==> config.mk <==
export PLATFORM = sky130hd
export DESIGN_NAME = sprite_animation_sequencer
export DESIGN_NICKNAME = d
export VERILOG_FILES = /design/src/rtl/core/sas_pkg.sv /design/src/rtl/core/sprite_animation_sequencer.sv
export SDC_FILE = /design/constraint.sdc
export NUM_CORES = 1
export LEC_CHECK = 0
export ABC_AREA = 1
export BUFFER_PORTS_ARGS = -buffer_cell sky130_fd_sc_hd__buf_4
export CAP_MARGIN = 5
export CORE_AREA = 2 2 454 231
export DETAILED_ROUTE_END_ITERATION = 10
export DIE_AREA = 0 0 456 233
export PLACE_DENSITY = 0.47
export REMOVE_ABC_BUFFERS = 1
export SETUP_SLACK_MARGIN = 0.4
export SYNTH_ARGS = -nofsm -noshare
export SYNTH_HDL_FRONTEND = slang
export SYNTH_SLANG_ARGS = --single-unit
==> constraint.sdc <==
create_clock -name clk_i -period 18.3 [get_ports clk_i]
set_clock_uncertainty 0.05 [all_clocks]
set_input_delay 4.575 -clock clk_i [delete_from_list [all_inputs] [get_ports clk_i]]
set_output_delay 4.575 -clock clk_i [all_outputs]
set_load 0.02 [all_outputs]
==> src/rtl/core/sas_pkg.sv <==
// Shared types, widths, register codes and reset values of the sprite animation sequencer.
`default_nettype none

package sas_pkg;

  // Default sizing of the frame list
  localparam int unsigned MAX_FRAMES_DEF = 8;
  localparam int unsigned FRAME_BITS_DEF = 8;

  // Fixed field widths
  localparam int unsigned LIST_W  = 64;
  localparam int unsigned CNT_W   = 4;
  localparam int unsigned DELAY_W = 16;
  localparam int unsigned REP_W   = 9;
  localparam int unsigned CELL_W  = 11;
  localparam int unsigned SHEET_W = 13;
  localparam int unsigned TICK_W  = 16;
  localparam int unsigned SUM_W   = 17;   // accumulator plus elapsed ticks
  localparam int unsigned IDX_W   = 18;   // slot plus tick quotient
  localparam int unsigned RL_W    = 10;   // signed repeats left
  localparam int unsigned DVS_W   = 16;   // divisor / remainder width
  localparam int unsigned FNUM_W  = 8;
  localparam int unsigned SLOT_O_W = 3;
  localparam int unsigned SX_W    = 12;
  localparam int unsigned SY_W    = 16;
  localparam int unsigned CFG_IDX_W = 3;

  // Register indexes
  localparam logic [CFG_IDX_W-1:0] CFG_FRAME_LIST   = 3'd0;
  localparam logic [CFG_IDX_W-1:0] CFG_FRAME_COUNT  = 3'd1;
  localparam logic [CFG_IDX_W-1:0] CFG_TICK_DELAY   = 3'd2;
  localparam logic [CFG_IDX_W-1:0] CFG_REPEAT_TIMES = 3'd3;
  localparam logic [CFG_IDX_W-1:0] CFG_CELL_WIDTH   = 3'd4;
  localparam logic [CFG_IDX_W-1:0] CFG_CELL_HEIGHT  = 3'd5;
  localparam logic [CFG_IDX_W-1:0] CFG_SHEET_WIDTH  = 3'd6;

  // Register reset values
  localparam logic [LIST_W-1:0]  RST_FRAME_LIST   = '0;
  localparam logic [CNT_W-1:0]   RST_FRAME_COUNT  = 4'd1;
  localparam logic [DELAY_W-1:0] RST_TICK_DELAY   = 16'd1;
  localparam logic [REP_W-1:0]   RST_REPEAT_TIMES = 9'h1FF;  // -1
  localparam logic [CELL_W-1:0]  RST_CELL_WIDTH   = 11'd16;
  localparam logic [CELL_W-1:0]  RST_CELL_HEIGHT  = 11'd16;
  localparam logic [SHEET_W-1:0] RST_SHEET_WIDTH  = 13'd256;

  localparam logic [RL_W-1:0] RL_FOREVER = 10'h3FF;          // -1
  localparam logic [SX_W-1:0] SX_MAX     = 12'hFFF;
  localparam logic [SY_W-1:0] SY_MAX     = 16'hFFFF;

  typedef enum logic [3:0] {
    ST_IDLE,
    ST_DIV_TICK,
    ST_CHK_SLOT,
    ST_DIV_SLOT,
    ST_UPD_REP,
    ST_MUL_X,
    ST_DIV_SHEET,
    ST_MUL_Y,
    ST_OUT
  } sas_state_e;

endpackage

`default_nettype wire

==> src/rtl/core/sprite_animation_sequencer.sv <==
// Top level of the sprite animation sequencer: sequencer around one shared divider.
`default_nettype none

// Channel   Direction  Handshake               Payload
// in        input      in_valid_i/in_ready_o   elapsed_ticks_i
// out       output     out_valid_o/out_ready_i frame_number_o, slot_index_o, source_x_o,
//                                              source_y_o, finished_o
// cfg       input      cfg_valid_i/cfg_ready_o cfg_index_i, cfg_data_i
//
// One beat runs through IDLE, DIV_TICK, CHK_SLOT, MUL_X, DIV_SHEET, MUL_Y and OUT;
// a slot wrap adds DIV_SLOT and UPD_REP, a held or single-frame sprite skips the tick
// division. The beat is paced by the bit-serial restoring divider, one quotient
// bit per cycle, shared by the tick, slot and sheet divisions.
// Reset (async, active low) loads the register defaults and clears the sequence state.
// in_ready_o is high only between beats; a result waiting on out_ready_i does not block the
// next input, but the new result is held back until the output register is free.
// cfg_ready_o is always high; any write to a listed register restarts the sequence.

module sprite_animation_sequencer import sas_pkg::*; #(
  parameter int unsigned MAX_FRAMES = MAX_FRAMES_DEF,
  parameter int unsigned FRAME_BITS = FRAME_BITS_DEF
) (
  input  wire logic                 clk_i,
  input  wire logic                 rst_ni,
  // input items
  input  wire logic                 in_valid_i,
  output logic                      in_ready_o,
  input  wire logic [TICK_W-1:0]    elapsed_ticks_i,
  // result items
  output logic                      out_valid_o,
  input  wire logic                 out_ready_i,
  output logic [FNUM_W-1:0]         frame_number_o,
  output logic [SLOT_O_W-1:0]       slot_index_o,
  output logic [SX_W-1:0]           source_x_o,
  output logic [SY_W-1:0]           source_y_o,
  output logic                      finished_o,
  // configuration writes
  input  wire logic                 cfg_valid_i,
  output logic                      cfg_ready_o,
  input  wire logic [CFG_IDX_W-1:0] cfg_index_i,
  input  wire logic [LIST_W-1:0]    cfg_data_i
);

  // Frame counts beyond what the 4-bit register can hold never occur
  localparam int unsigned CNT_MAX = (MAX_FRAMES < 15) ? MAX_FRAMES : 15;
  localparam int unsigned SLOT_W  = $clog2(CNT_MAX);
  localparam int unsigned SH_W    = $clog2(CNT_MAX * FRAME_BITS + 1);
  localparam int unsigned PW      = CELL_W + FRAME_BITS;        // cell_width * frame
  localparam int unsigned DW      = (PW > IDX_W) ? PW : IDX_W;  // divider dividend
  localparam int unsigned CW      = $clog2(DW + 1);             // step counter
  localparam int unsigned MW      = PW + CELL_W;                // shared multiplier result
  localparam int unsigned RW      = IDX_W + 2;                  // repeat difference
  localparam logic [SH_W-1:0] FB_SH = SH_W'(FRAME_BITS);

  // ---------------------------------------------------------------------------------------
  // Registers
  // ---------------------------------------------------------------------------------------
  sas_state_e state_q, state_d;
  logic [CW-1:0] cnt_q;

  // configuration
  logic [LIST_W-1:0]  frame_list_q;
  logic [CNT_W-1:0]   frame_count_q;
  logic [DELAY_W-1:0] tick_delay_q;
  logic [REP_W-1:0]   repeat_times_q;
  logic [CELL_W-1:0]  cell_width_q;
  logic [CELL_W-1:0]  cell_height_q;
  logic [SHEET_W-1:0] sheet_width_q;

  // sequence state
  logic [TICK_W-1:0]  tick_accum_q;
  logic [SLOT_W-1:0]  slot_pos_q;
  logic [RL_W-1:0]    repeats_left_q;
  logic               held_done_q;

  // shared divider
  logic [DW-1:0]      dvd_q;
  logic [DW-1:0]      quo_q;
  logic [DVS_W-1:0]   rem_q;
  logic [DVS_W-1:0]   dvs_q;

  // datapath
  logic [FRAME_BITS-1:0] frame_q;
  logic [MW-1:0]         prod_q;
  logic [SX_W-1:0]       sx_q;

  // output register
  logic                  out_valid_q;
  logic [FNUM_W-1:0]     frame_number_q;
  logic [SLOT_O_W-1:0]   slot_index_q;
  logic [SX_W-1:0]       source_x_q;
  logic [SY_W-1:0]       source_y_q;
  logic                  finished_q;

  // ---------------------------------------------------------------------------------------
  // Derived values
  // ---------------------------------------------------------------------------------------
  logic               in_acc;
  logic               out_load;
  logic               cfg_hit;
  logic [CNT_W-1:0]   cnt_use;
  logic               few_frames;
  logic [DELAY_W-1:0] delay_eff;
  logic [SHEET_W-1:0] sheet_eff;
  logic [SUM_W-1:0]   sum_in;
  logic [IDX_W-1:0]   idx;
  logic               wrap;
  logic [SLOT_W-1:0]  slot_use;
  logic [SH_W-1:0]    frame_sh;
  logic [FRAME_BITS-1:0] frame_sel;
  logic [RL_W-1:0]    rep_new;

  assign in_acc  = in_valid_i & in_ready_o;
  assign cfg_hit = cfg_valid_i & cfg_ready_o & (cfg_index_i <= CFG_SHEET_WIDTH);

  // frame counts above the build limit are clamped
  assign cnt_use    = (32'(frame_count_q) > MAX_FRAMES) ? CNT_W'(CNT_MAX) : frame_count_q;
  assign few_frames = (cnt_use < CNT_W'(2));
  // zero delay and zero sheet width behave as one
  assign delay_eff  = (tick_delay_q == '0) ? DELAY_W'(1) : tick_delay_q;
  assign sheet_eff  = (sheet_width_q == '0) ? SHEET_W'(1) : sheet_width_q;

  assign sum_in = SUM_W'(tick_accum_q) + SUM_W'(elapsed_ticks_i);

  // slot after the tick division; wraps when it reaches or passes the frame count
  assign idx  = IDX_W'(slot_pos_q) + quo_q[IDX_W-1:0];
  assign wrap = (idx >= IDX_W'(cnt_use));

  // single-frame sprites show slot 0 and leave the state alone
  assign slot_use = (held_done_q || !few_frames) ? slot_pos_q : '0;

  // slots past the end of the 64-bit list shift out to frame 0
  assign frame_sh  = SH_W'(slot_use) * FB_SH;
  assign frame_sel = FRAME_BITS'(frame_list_q >> frame_sh);

  // repeat count after a wrap: repeats_left - idx / count
  logic [RW-1:0] rep_diff;
  logic          rep_forever;
  logic          rep_hold;
  assign rep_diff    = {{(RW-RL_W){repeats_left_q[RL_W-1]}}, repeats_left_q}
                     - RW'(quo_q[IDX_W-1:0]);
  assign rep_forever = (repeats_left_q == RL_FOREVER);
  assign rep_hold    = !rep_forever && (rep_diff[RW-1] || (rep_diff == '0));

  assign rep_new = (cfg_index_i == CFG_REPEAT_TIMES)
                 ? {cfg_data_i[REP_W-1], cfg_data_i[REP_W-1:0]}
                 : {repeat_times_q[REP_W-1], repeat_times_q};

  // ---------------------------------------------------------------------------------------
  // Shared restoring divider step: one quotient bit per cycle, dividend fed MSB first
  // ---------------------------------------------------------------------------------------
  logic [DVS_W:0]   trial;
  logic [DVS_W:0]   trial_diff;
  logic             trial_ge;
  logic [DVS_W-1:0] rem_step;

  assign trial      = {rem_q, dvd_q[DW-1]};
  assign trial_ge   = (trial >= {1'b0, dvs_q});
  assign trial_diff = trial - {1'b0, dvs_q};
  assign rem_step   = trial_ge ? trial_diff[DVS_W-1:0] : trial[DVS_W-1:0];

  // ---------------------------------------------------------------------------------------
  // Shared multiplier: cell_width * frame, then sheet row * cell_height
  // ---------------------------------------------------------------------------------------
  logic [PW-1:0]     mul_a;
  logic [CELL_W-1:0] mul_b;
  logic [MW-1:0]     mul_p;

  always_comb begin
    if (state_q == ST_MUL_X) begin
      mul_a = PW'(frame_sel);
      mul_b = cell_width_q;
    end else begin
      mul_a = quo_q[PW-1:0];
      mul_b = cell_height_q;
    end
  end

  assign mul_p = MW'(mul_a) * MW'(mul_b);

  // ---------------------------------------------------------------------------------------
  // Sequencer: next state
  // ---------------------------------------------------------------------------------------
  always_comb begin
    state_d = state_q;
    case (state_q)
      ST_IDLE: begin
        if (in_acc) begin
          state_d = (held_done_q || few_frames) ? ST_MUL_X : ST_DIV_TICK;
        end
      end
      ST_DIV_TICK: begin
        if (cnt_q == CW'(1)) state_d = ST_CHK_SLOT;
      end
      ST_CHK_SLOT: begin
        state_d = wrap ? ST_DIV_SLOT : ST_MUL_X;
      end
      ST_DIV_SLOT: begin
        if (cnt_q == CW'(1)) state_d = ST_UPD_REP;
      end
      ST_UPD_REP:   state_d = ST_MUL_X;
      ST_MUL_X:     state_d = ST_DIV_SHEET;
      ST_DIV_SHEET: begin
        if (cnt_q == CW'(1)) state_d = ST_MUL_Y;
      end
      ST_MUL_Y:     state_d = ST_OUT;
      ST_OUT: begin
        if (out_load) state_d = ST_IDLE;
      end
      default:      state_d = ST_IDLE;
    endcase
  end

  // Sequencer: handshake outputs
  always_comb begin
    in_ready_o = 1'b0;
    out_load   = 1'b0;
    case (state_q)
      ST_IDLE: in_ready_o = 1'b1;
      ST_OUT:  out_load   = !out_valid_q || out_ready_i;
      default: begin
        in_ready_o = 1'b0;
        out_load   = 1'b0;
      end
    endcase
  end

  assign cfg_ready_o = 1'b1;

  // ---------------------------------------------------------------------------------------
  // Control and state registers
  // ---------------------------------------------------------------------------------------
  always_ff @(posedge clk_i or negedge rst_ni) begin
    if (!rst_ni) begin
      state_q        <= ST_IDLE;
      cnt_q          <= '0;
      frame_list_q   <= RST_FRAME_LIST;
      frame_count_q  <= RST_FRAME_COUNT;
      tick_delay_q   <= RST_TICK_DELAY;
      repeat_times_q <= RST_REPEAT_TIMES;
      cell_width_q   <= RST_CELL_WIDTH;
      cell_height_q  <= RST_CELL_HEIGHT;
      sheet_width_q  <= RST_SHEET_WIDTH;
      tick_accum_q   <= '0;
      slot_pos_q     <= '0;
      repeats_left_q <= {RST_REPEAT_TIMES[REP_W-1], RST_REPEAT_TIMES};
      held_done_q    <= 1'b0;
      out_valid_q    <= 1'b0;
    end else begin
      state_q <= state_d;

      case (state_q)
        ST_IDLE:      if (in_acc) cnt_q <= CW'(SUM_W);
        ST_DIV_TICK,
        ST_DIV_SLOT,
        ST_DIV_SHEET: cnt_q <= cnt_q - CW'(1);
        ST_CHK_SLOT:  cnt_q <= CW'(IDX_W);
        ST_MUL_X:     cnt_q <= CW'(PW);
        default:      cnt_q <= cnt_q;
      endcase

      case (state_q)
        ST_CHK_SLOT: begin
          // remainder of the tick division stays in the accumulator
          tick_accum_q <= rem_q[TICK_W-1:0];
          if (!wrap) slot_pos_q <= idx[SLOT_W-1:0];
        end
        ST_UPD_REP: begin
          if (rep_hold) begin
            // repeats exhausted: hold the last frame until the next register write
            held_done_q    <= 1'b1;
            slot_pos_q     <= SLOT_W'(cnt_use - CNT_W'(1));
            tick_accum_q   <= '0;
            repeats_left_q <= '0;
          end else begin
            slot_pos_q <= rem_q[SLOT_W-1:0];
            if (!rep_forever) repeats_left_q <= rep_diff[RL_W-1:0];
          end
        end
        default: ;
      endcase

      if (out_load) begin
        out_valid_q <= 1'b1;
      end else if (out_ready_i) begin
        out_valid_q <= 1'b0;
      end

      // register writes are to land between beats (the block does not enforce this); they restart the sequence
      if (cfg_valid_i && cfg_ready_o) begin
        case (cfg_index_i)
          CFG_FRAME_LIST:   frame_list_q   <= cfg_data_i;
          CFG_FRAME_COUNT:  frame_count_q  <= cfg_data_i[CNT_W-1:0];
          CFG_TICK_DELAY:   tick_delay_q   <= cfg_data_i[DELAY_W-1:0];
          CFG_REPEAT_TIMES: repeat_times_q <= cfg_data_i[REP_W-1:0];
          CFG_CELL_WIDTH:   cell_width_q   <= cfg_data_i[CELL_W-1:0];
          CFG_CELL_HEIGHT:  cell_height_q  <= cfg_data_i[CELL_W-1:0];
          CFG_SHEET_WIDTH:  sheet_width_q  <= cfg_data_i[SHEET_W-1:0];
          default: ;
        endcase
      end
      if (cfg_hit) begin
        tick_accum_q   <= '0;
        slot_pos_q     <= '0;
        repeats_left_q <= rep_new;
        held_done_q    <= 1'b0;
      end
    end
  end

  // ---------------------------------------------------------------------------------------
  // Payload registers
  // ---------------------------------------------------------------------------------------
  always_ff @(posedge clk_i) begin
    case (state_q)
      ST_IDLE: begin
        // start (accumulator + ticks) / delay
        if (in_acc) begin
          dvd_q <= DW'(sum_in) << (DW - SUM_W);
          quo_q <= '0;
          rem_q <= '0;
          dvs_q <= delay_eff;
        end
      end
      ST_DIV_TICK,
      ST_DIV_SLOT,
      ST_DIV_SHEET: begin
        dvd_q <= dvd_q << 1;
        quo_q <= {quo_q[DW-2:0], trial_ge};
        rem_q <= rem_step;
      end
      ST_CHK_SLOT: begin
        // start slot / count
        dvd_q <= DW'(idx) << (DW - IDX_W);
        quo_q <= '0;
        rem_q <= '0;
        dvs_q <= DVS_W'(cnt_use);
      end
      ST_MUL_X: begin
        // start (cell_width * frame) / sheet_width
        frame_q <= frame_sel;
        dvd_q   <= DW'(mul_p[PW-1:0]) << (DW - PW);
        quo_q   <= '0;
        rem_q   <= '0;
        dvs_q   <= DVS_W'(sheet_eff);
      end
      ST_MUL_Y: begin
        prod_q <= mul_p;
        sx_q   <= (rem_q > DVS_W'(SX_MAX)) ? SX_MAX : rem_q[SX_W-1:0];
      end
      ST_OUT: begin
        if (out_load) begin
          frame_number_q <= FNUM_W'(frame_q);
          slot_index_q   <= SLOT_O_W'(slot_use);
          source_x_q     <= sx_q;
          source_y_q     <= (prod_q > MW'(SY_MAX)) ? SY_MAX : prod_q[SY_W-1:0];
          finished_q     <= held_done_q;
        end
      end
      default: ;
    endcase
  end

  assign out_valid_o    = out_valid_q;
  assign frame_number_o = frame_number_q;
  assign slot_index_o   = slot_index_q;
  assign source_x_o     = source_x_q;
  assign source_y_o     = source_y_q;
  assign finished_o     = finished_q;

endmodule

`default_nettype wire

# Yosys cells after proc, flatten, opt, wreduce, memory -nomap -nowiden
# Index checks and enable logic that the tools add are counted.
# word_totals
regBits	328
latchBits	0
ram_bits	0
mem_bits_ro	0
input_bits	88
output_inout_bits	43
n_memories	0
# classes
n_addsub	6
mul	1
n_div	0
magnitude_cmp	7
n_eq_ne	24
n_shift	1
muxes	44
n_bitwise	2
reduce_logical	38
# op_table
cell	n
$mux 16	6
$pmux 16 s3	2
$pmux 19 s4	1
$shr 64x6->8	1
$mux 19	3
$pmux 19 s3	1
$mux 10	5
$pmux 4 s9	1
$pmux 16 s2	1
$gt 30x16->1 const B	1
$mul 19x11->30	1
$reduce_and 2->1	15
$mux 4	6
$logic_not 20->1	1
$pmux 5 s4	1
$sub 10x19->20	1
$add 3x18->18	1
$ge 18x4->1	1
$mux 3	6
$add 16x16->17	1
$ge 17x16->1	1
$eq 4x3->1 const B	4
$gt 16x12->1 const B	1
$logic_not 16->1	1
other kinds (35)	60

# Logic depth before layout (Yosys ltp)
# Gate-level depths: netlist (run 1).
# depth
word_depth	10
ltp_mapped	38

# Worst setup path after synthesis (run 1)
# Ideal clock, no wire load.
# synth_timing
path_type	input -> register
from	input out_ready_i
to	register finished_q, in the netlist finished_o (enable)
t_arrival_ns	6.310
required_ns	17.813
slack_ns	11.503
cell_stages	2
path_buffers	0
path_cell_list	nor2_1 > nor2_1
# synth_between
elab_chain_cells	3
# synth_rtl
element	line_no	text
start, declared	sprite_animation_sequencer.sv:31	input wire logic out_ready_i,
$logic_or 1x1->1	sprite_animation_sequencer.sv:220	ST_OUT: out_load = !out_valid_q || out_ready_i;
$mux 1	sprite_animation_sequencer.sv:218	case (state_q)
via out_load	sprite_animation_sequencer.sv:99	logic out_load;
$reduce_and 2->1 (no source line)	--	
end signal, assigned	sprite_animation_sequencer.sv:357	finished_q <= held_done_q;
end, declared	sprite_animation_sequencer.sv:93	logic finished_q;
# The timed path passes the listed nets, and every way through them passes these cells.
# A chain may end at the register's enable or synchronous reset.

# Final worst setup path (run 1)
# layout_timing
from	register slot_pos_q[0]
to	register prod_q[26] (data pin)
# layout_between
elab_chain_cells	4
# layout_rtl
element	line_no	text
start, declared	sprite_animation_sequencer.sv:72	logic [SLOT_W-1:0] slot_pos_q;
start signal, assigned	sprite_animation_sequencer.sv:266	if (!wrap) slot_pos_q <= idx[SLOT_W-1:0];
start signal, assigned	sprite_animation_sequencer.sv:272	slot_pos_q <= SLOT_W'(cnt_use - CNT_W'(1));
start signal, assigned	sprite_animation_sequencer.sv:276	slot_pos_q <= rem_q[SLOT_W-1:0];
$mux 3	sprite_animation_sequencer.sv:130	assign slot_use = (held_done_q || !few_frames) ? slot_pos_q : '0;
$shr 64x6->8	sprite_animation_sequencer.sv:134	assign frame_sel = FRAME_BITS'(frame_list_q >> frame_sh);
via frame_sel[2]	sprite_animation_sequencer.sv:110	logic [FRAME_BITS-1:0] frame_sel;
$mux 19	sprite_animation_sequencer.sv:170	if (state_q == ST_MUL_X) begin
$mul 19x11->30	sprite_animation_sequencer.sv:179	assign mul_p = MW'(mul_a) * MW'(mul_b);
via mul_p[26]	sprite_animation_sequencer.sv:167	logic [MW-1:0] mul_p;
end signal, assigned	sprite_animation_sequencer.sv:348	prod_q <= mul_p;
end, declared	sprite_animation_sequencer.sv:84	logic [MW-1:0] prod_q;
# The timed path passes the listed nets, and every way through them passes these cells.

==> results of run 1 <==
routing by layer:
layer	global-route usage	vias to the layer above	part of all wire
li1	-	8850	-
met5	0	-	0
met1	0.272	9164	0.58
met2	0.157	766	0.30
met4	0.0135	0	0.0078
met3	0.0560	47	0.11
logic make-up (layout without fill, tap and decap cells):
logic type,Yosys count,in the layout
simple gates,1050,1050
other cells,1,4
compound gates,383,383
mux,48,48
buf+inv,513,651
xor+xnor,64,64
flops,328,328
fa+ha+maj,285,285
worst reg2reg max path, delay by kind of cell (launching register included):
family                   cells  cell delay [ns]
AND/OR/NAND/NOR              8             1.38
XOR/XNOR                     1             0.15
flip-flops                   1             0.89
AO/OA/AOI/OAI                9             1.95
buffers and inverters        7             1.09
adder cells (fa/ha/maj)      6             2.70
stage by stage:
stage	setup slack, ns	cell area (um2)
floorplan	10.87	23100
global route	9.41	27000
global placement	9.95	25900
CTS	9.96	27000
detailed placement	9.98	25900
finish	9.88	27000
final cells by class:
| class | instances | area share |
|---|---|---|
| Inverter | 448 | 0.0623 |
| Timing Repair Buffer | 145 | 0.0405 |
| Antenna cell | 3 | 0.000278 |
| Multi-Input combinational cell | 1831 | 0.459 |
| Clock inverter | 25 | 0.0103 |
| Clock buffer | 33 | 0.0294 |
| Sequential cell | 328 | 0.335 |
| Tap cell | 1360 | 0.0631 |
Yosys cell counts (all sizes together), types with 48 or more instances:
cell type / number / area share
nor2: 252 / 0.041
inv: 442 / 0.071
nand2: 626 / 0.10
edfxtp: 160 / 0.21
dfrtp: 144 / 0.15
ha: 129 / 0.069
fa: 156 / 0.13
o21ai: 180 / 0.040
a21oi: 119 / 0.026
mux2: 48 / 0.023
nand3: 84 / 0.018
flip-flops by register name, indices dropped and copies added (netlist names), 5 cells and up:
signal and count:
frame_list_q 64, prod_q 30, dvd_q 19, quo_q 19
dvs_q 16, rem_q 16, source_y_o 16, tick_accum_q 16
tick_delay_q 16, sheet_width_q 13, source_x_o 12, sx_q 12
cell_height_q 11, cell_width_q 11, repeats_left_q 10, repeat_times_q 9
frame_number_o 8, frame_q 8, cnt_q 5
path summary, 6_finish.rpt:
path | slack, ns | startpoint | cells after the start | endpoint
worst max-delay path | 9.88 | slot_pos_q[0]$_DFFE_PN0P_ | 31 | prod_q[26]$_DFFE_PP_
worst min-delay path | 0.37 | sx_q[2]$_SDFFCE_PN1P_ | 0 | source_x_o[2]$_DFFE_PP_
worst max register to register | 9.88 | slot_pos_q[0]$_DFFE_PN0P_ | 31 | prod_q[26]$_DFFE_PP_
worst min register to register | 0.37 | sx_q[2]$_SDFFCE_PN1P_ | 0 | source_x_o[2]$_DFFE_PP_
max in group asynchronous | 12.20 | rst_ni | 3 | frame_count_q[3]$_DFFE_PN0P_
min in group asynchronous | 3.80 | rst_ni | 1 | tick_accum_q[7]$_DFFE_PN0P_
==> results.md, run 1 <==
- CTS Buf Count: 31
- Clk slew on worst S/H paths: around 0.09 ns
- Non-Filler Instances: between 4000 and 5000
- DR iter-0 viols: roughly 2100
- #FFs+latches synth: 328
- Slowest-stage cell, CP: dfrtp_1
- Max-cap violation count: 0
- Top achievable clock speed: roughly 120 MHz
- CTS root buf: clkbuf_16
- Vias in the first global route: roughly 18000
- Crit start category: flip-flop
- Pre-antenna DRT Iters: 6
- Synth Area in XOR/XNOR: 0.0240
- Io pins: about 130
- Port Buffers: about 130
- Worst hold-check path type: flip-flop to flip-flop
- Via Count: about 19000
- Clock Tree Buf Depth: 3
- Status: complete, no violations
- Period utilisation layout: 0.460
- Number of synthesized flops with an enable pin: 160
- Core area: ~0.10 mm2
- Row count: between 80 and 90
- CTS-repair resized insts: 0
- DRC: 0
- Mean Syn Cell Area: roughly 8.7 um2
- Compound-Gate Fraction of Synth Area: 0.0942
- RD Place Congestion: 0.963
- Multi-input combinational cell area: 0.0124 mm2
- Hold WS: about 0.37 ns
- Most common cell after layout, fill and taps aside: nand2_1
- Adder-cell share of the synthesized area: 0.203
- Seq/Total Area, Yosys: 0.387
- Setup TNS: 0 ns
- Setup CP Type: flip-flop to flip-flop
- Yosys warning total: 0
- Post-synthesis cell count: between 2000 and 3000
- Share of post-route cells with drive strength above 1: 0.115
- Clock sinks: roughly 330
- Mux share of post-synthesis cell area: 0.0231
- Ys async rst share: 0.512
- Distinct cell type count after synthesis: 56
- Slowest stage delay, CP: slightly below 0.9 ns
- Fillcell total: roughly 11000
- Worst Path Max Fanout: 33
- Area growth syn-to-layout: 15.5%
- Setup Viol. Count Final: 0
- Wirelength, routed: 81.4 mm
- Clk Latency, worst-skew pair: about 0.64 ns
- Crit path time final: around 8.4 ns
- Starting Density: 0.229
- Global-route usage over all layers: 0.153
- Grt ovf: 0
- DPL Wire Length: 66.0 mm
- Vias per cell: approximately 4.5
- Reg area: between 0.009 and 0.01 mm2
- Die X: around 460 um
- Max-slew violations: 0
- Chip height: 233 um
- Main combinational cell family by area after synthesis: adder cells
- CP top delay family: adder cells
- WP buf/inv: 7
- Ys flop type: edfxtp_1
- Worst rel slew slack: 0.267
- Crit path required time: between 15 and 20 ns
- Fin nets: around 3200
- Most frequent cells in the layout: nand2_1 (620), inv_1 (427), nor2_1 (247)
- Post-CTS Setup Bufs: 0
- Routed len/inst: a little under 20 um
- CTS tree: done
- Initial antenna violation count: 4
- Htree depth: 1
- Largest net degree at the start of global routing: ~70
- Crit path DAT: between 8 and 9 ns
- Final ANT Viol Nets: 0
- Placed Cells: between 4000 and 5000
- Die ar.: about 0.11 mm2
- Synthesized-area fraction occupied by and/or/nand/nor cells: 0.184
- RSZ-0062 raised after global routing: false
- Hold buffers post-CTS: 0
- Transition time of the tightest slew-check pin: 1.09 ns
- Worst Setup End Kind: flip-flop
- First-pass GRT wire length: around 120 mm
- Fin util: 0.265
- Cell area after synthesis: roughly 0.023 mm2
- Final hold vios: 0
Power of run 1 is left out: the tool's default activity adds up to more than one toggle a clock period on the data nets, which glitch-free logic cannot reach.
==> run 2: changes to the inputs <==
Settings changed: ABC_AREA 1 to 0, PLACE_DENSITY 0.47 to 0.48.
Clock period 18.3 ns to 7.6 ns, I/O delays scaled along.
==> run 2 against run 1 <==
  * Area after synthesis did not move
  * Utilization grew 1.7 points
  * Synthesized cell count fell by 16%
  * Count of clock-buffer cells in the layout is 10 higher
  * Critical endpoint is now dvd_q[17]$_DFFE_PP_
==> results.md, run 2 <==
- Synth top area share: 0.206
- Clk Latency, worst-skew pair: approximately 0.62 ns
- RSZ-0062 raised after global routing: true
- Top achievable clock speed: approximately 140 MHz
- Seq/Total Area, Yosys: 0.387
- DR iter-0 viols: 1914
- First-pass GRT wire length: roughly 120 mm
- Port Buffers: between 100 and 150
- Biggest register: frame_list_q
- M3 GR Usage: 0.0635
- Largest regs: frame_list_q: 64 flops, prod_q: 30 flops
- Setup Viol. Count Final: 0
- Hold WS: between 0.3 and 0.4 ns
- RD Place Congestion: approximately 0.99
- Cell area after synthesis: between 0.02 and 0.025 mm2
- Area growth syn-to-layout: 23.0%
- Number of synthesized flops with an enable pin: 160
- Starting Density: 0.229
- Crit path DAT: around 7.5 ns
- Core area: about 0.10 mm2
- #FFs+latches synth: between 300 and 400
- Vias per cell: ~4.8
- Ys async rst share: 0.512
- Via Count: around 18000
- Worst Setup End Kind: flip-flop
- Worst Path Max Fanout: 9
- Vias in the first global route: approximately 17000
- Yosys top cell by area: edfxtp_1
- Crit path required time: about 8 ns
- Routed len/inst: 22.2 um
- Initial antenna violation count: 3
- Crit start category: flip-flop
- Max-slew violations: 0
- Met1 layer usage reported by global route: 0.284
- Die ar.: 0.106 mm2
- Fin nets: 2831
- Largest net degree at the start of global routing: between 100 and 150
- Met2 global-route usage: 0.157
- CTS root buf: clkbuf_16
- CTS Buf Count: 31
- Max reg flops: 64
- Most common cell after layout, fill and taps aside: buf_4
- Synth cell count leaders: inv_1 (258), nand2_1 (228), edfxtp_1 (160)
- Post-synthesis cell count: between 2000 and 2500
- Distinct cell type count after synthesis: 78
- Share of post-route cells with drive strength above 1: 0.263
- Ys flop type: edfxtp_1
- Final hold vios: 0
- Status: complete, no violations
- DP Worst Slack: -0.265 ns
- Worst rel slew slack: 0.125
- Worst hold-check path type: flip-flop to flip-flop
- Clock Tree Buf Depth: 3
- Htree depth: 1
- Clock sinks: 328
- Cell with the most instances after synthesis: inv_1
- Wirelength, routed: about 85 mm
- Slowest stage delay, CP: 0.61 ns
- DPL Wire Length: just under 70 mm
- Chip height: approximately 230 um
- Setup ws final: 0.421 ns
- DRC: 0
- Transition time of the tightest slew-check pin: approximately 1.3 ns
- Yosys warning total: 0
- Max-cap violation count: 0
- Die X: roughly 460 um
- Io pins: 131
- Crit path time final: 7.18 ns
- Global-route usage over all layers: 0.158
- Top cells by area, synth: edfxtp_1 (21%), dfrtp_1 (15%), fa_1 (13%), ha_1 (6.9%), mux2_2 (6.4%)
- GRT busiest layer: met1
- Most frequent cells in the layout: buf_4 (248), inv_1 (247), nand2_1 (211)
- CTS tree: done
- Mean Syn Cell Area: between 10 and 15 um2
- Row count: 83
- Fillcell total: about 11000
- Grt ovf: 0
- Final ANT Viol Nets: 0
- Period utilisation layout: 0.945
- Setup CP Type: flip-flop to flip-flop
- Clk slew on worst S/H paths: 0.07 ns
- Pre-antenna DRT Iters: 7
- Slowest-stage cell, CP: or4_4
## run 2: cell type report
type / count / area, um2 / area share
flip-flops and latches: 328 / 9040 / 0.315
well taps: 1360 / 1700 / 0.0592
multi-input cells: 1567 / 13800 / 0.481
diodes: 2 / 5.00 / 0.000174
repair buffers: 269 / 2110 / 0.0734
clock inverters: 14 / 121 / 0.00423
clock buffers: 43 / 933 / 0.0325
inverters: 261 / 988 / 0.0344
## run 2: logic make-up after synthesis
| family | after synthesis | share of synthesized area |
|---|---|---|
| adder cells (fa/ha/maj) | 285 | 0.203 |
| flip-flops | 328 | 0.387 |
| multiplexers | 147 | 0.0701 |
| other | 1 | 0.000161 |
| XOR/XNOR | 79 | 0.0296 |
| AO/OA/AOI/OAI | 357 | 0.107 |
| buffers and inverters | 354 | 0.0579 |
| AND/OR/NAND/NOR | 698 | 0.146 |
## run 2: path summary, 6_finish.rpt
kind,startpoint,endpoint,slack (ns),cells past startpoint
max in group asynchronous,rst_ni,tick_accum_q[6]$_DFFE_PN0P_,5.24,2
hold / removal,sx_q[1]$_SDFFCE_PN1P_,source_x_o[1]$_DFFE_PP_,0.37,0
hold reg to reg,sx_q[1]$_SDFFCE_PN1P_,source_x_o[1]$_DFFE_PP_,0.37,0
setup reg to reg,frame_count_q[3]$_DFFE_PN0P_,dvd_q[17]$_DFFE_PP_,0.42,35
min in group asynchronous,rst_ni,frame_list_q[40]$_DFFE_PN0P_,1.09,1
setup / recovery,frame_count_q[3]$_DFFE_PN0P_,dvd_q[17]$_DFFE_PP_,0.42,35
## run 2: per-layer routing
layer,vias to the layer above,wire [um]
met5,-,0
met4,0,461
li1,8254,-
met1,9216,47700
met2,873,25700
met3,42,11500
## run 2: repair_timing
| action | in CTS | in global routing |
|---|---|---|
| cloned | 0 | 1 |
| buffers inserted | 9 | 20 |
| setup endpoints to repair | 26 | 24 |
| resized for setup | 66 | 127 |
| hold buffers | 0 | 0 |
| pin swaps | 37 | 92 |
## run 2: through the flow
| stage | setup TNS (ns) | instances | cell area [um2] | util |
|---|---|---|---|---|
| 2_1_floorplan | 0 | 2156 | 23000 | - |
| 3_3_place_gp | -0.652 | 3755 | 26600 | 0.261 |
| 3_5_place_dp | -1.48 | 3755 | 26600 | 0.261 |
| 4_1_cts | 0 | 3821 | 28000 | 0.275 |
| 5_1_grt | 0 | 3842 | 28700 | 0.282 |
| 6_report | 0 | 3844 | 28700 | 0.282 |
## run 2: worst max-delay path, delay by kind of cell, from the launching register on
| kind | cells | cell delay [ns] |
|---|---|---|
| fa+ha+maj | 6 | 2.74 |
| buf+inv | 12 | 1.25 |
| xor+xnor | 1 | 0.18 |
| simple gates | 8 | 1.24 |
| compound gates | 8 | 1.06 |
| flops | 1 | 0.39 |
Power of run 2 is left out for the same reason.
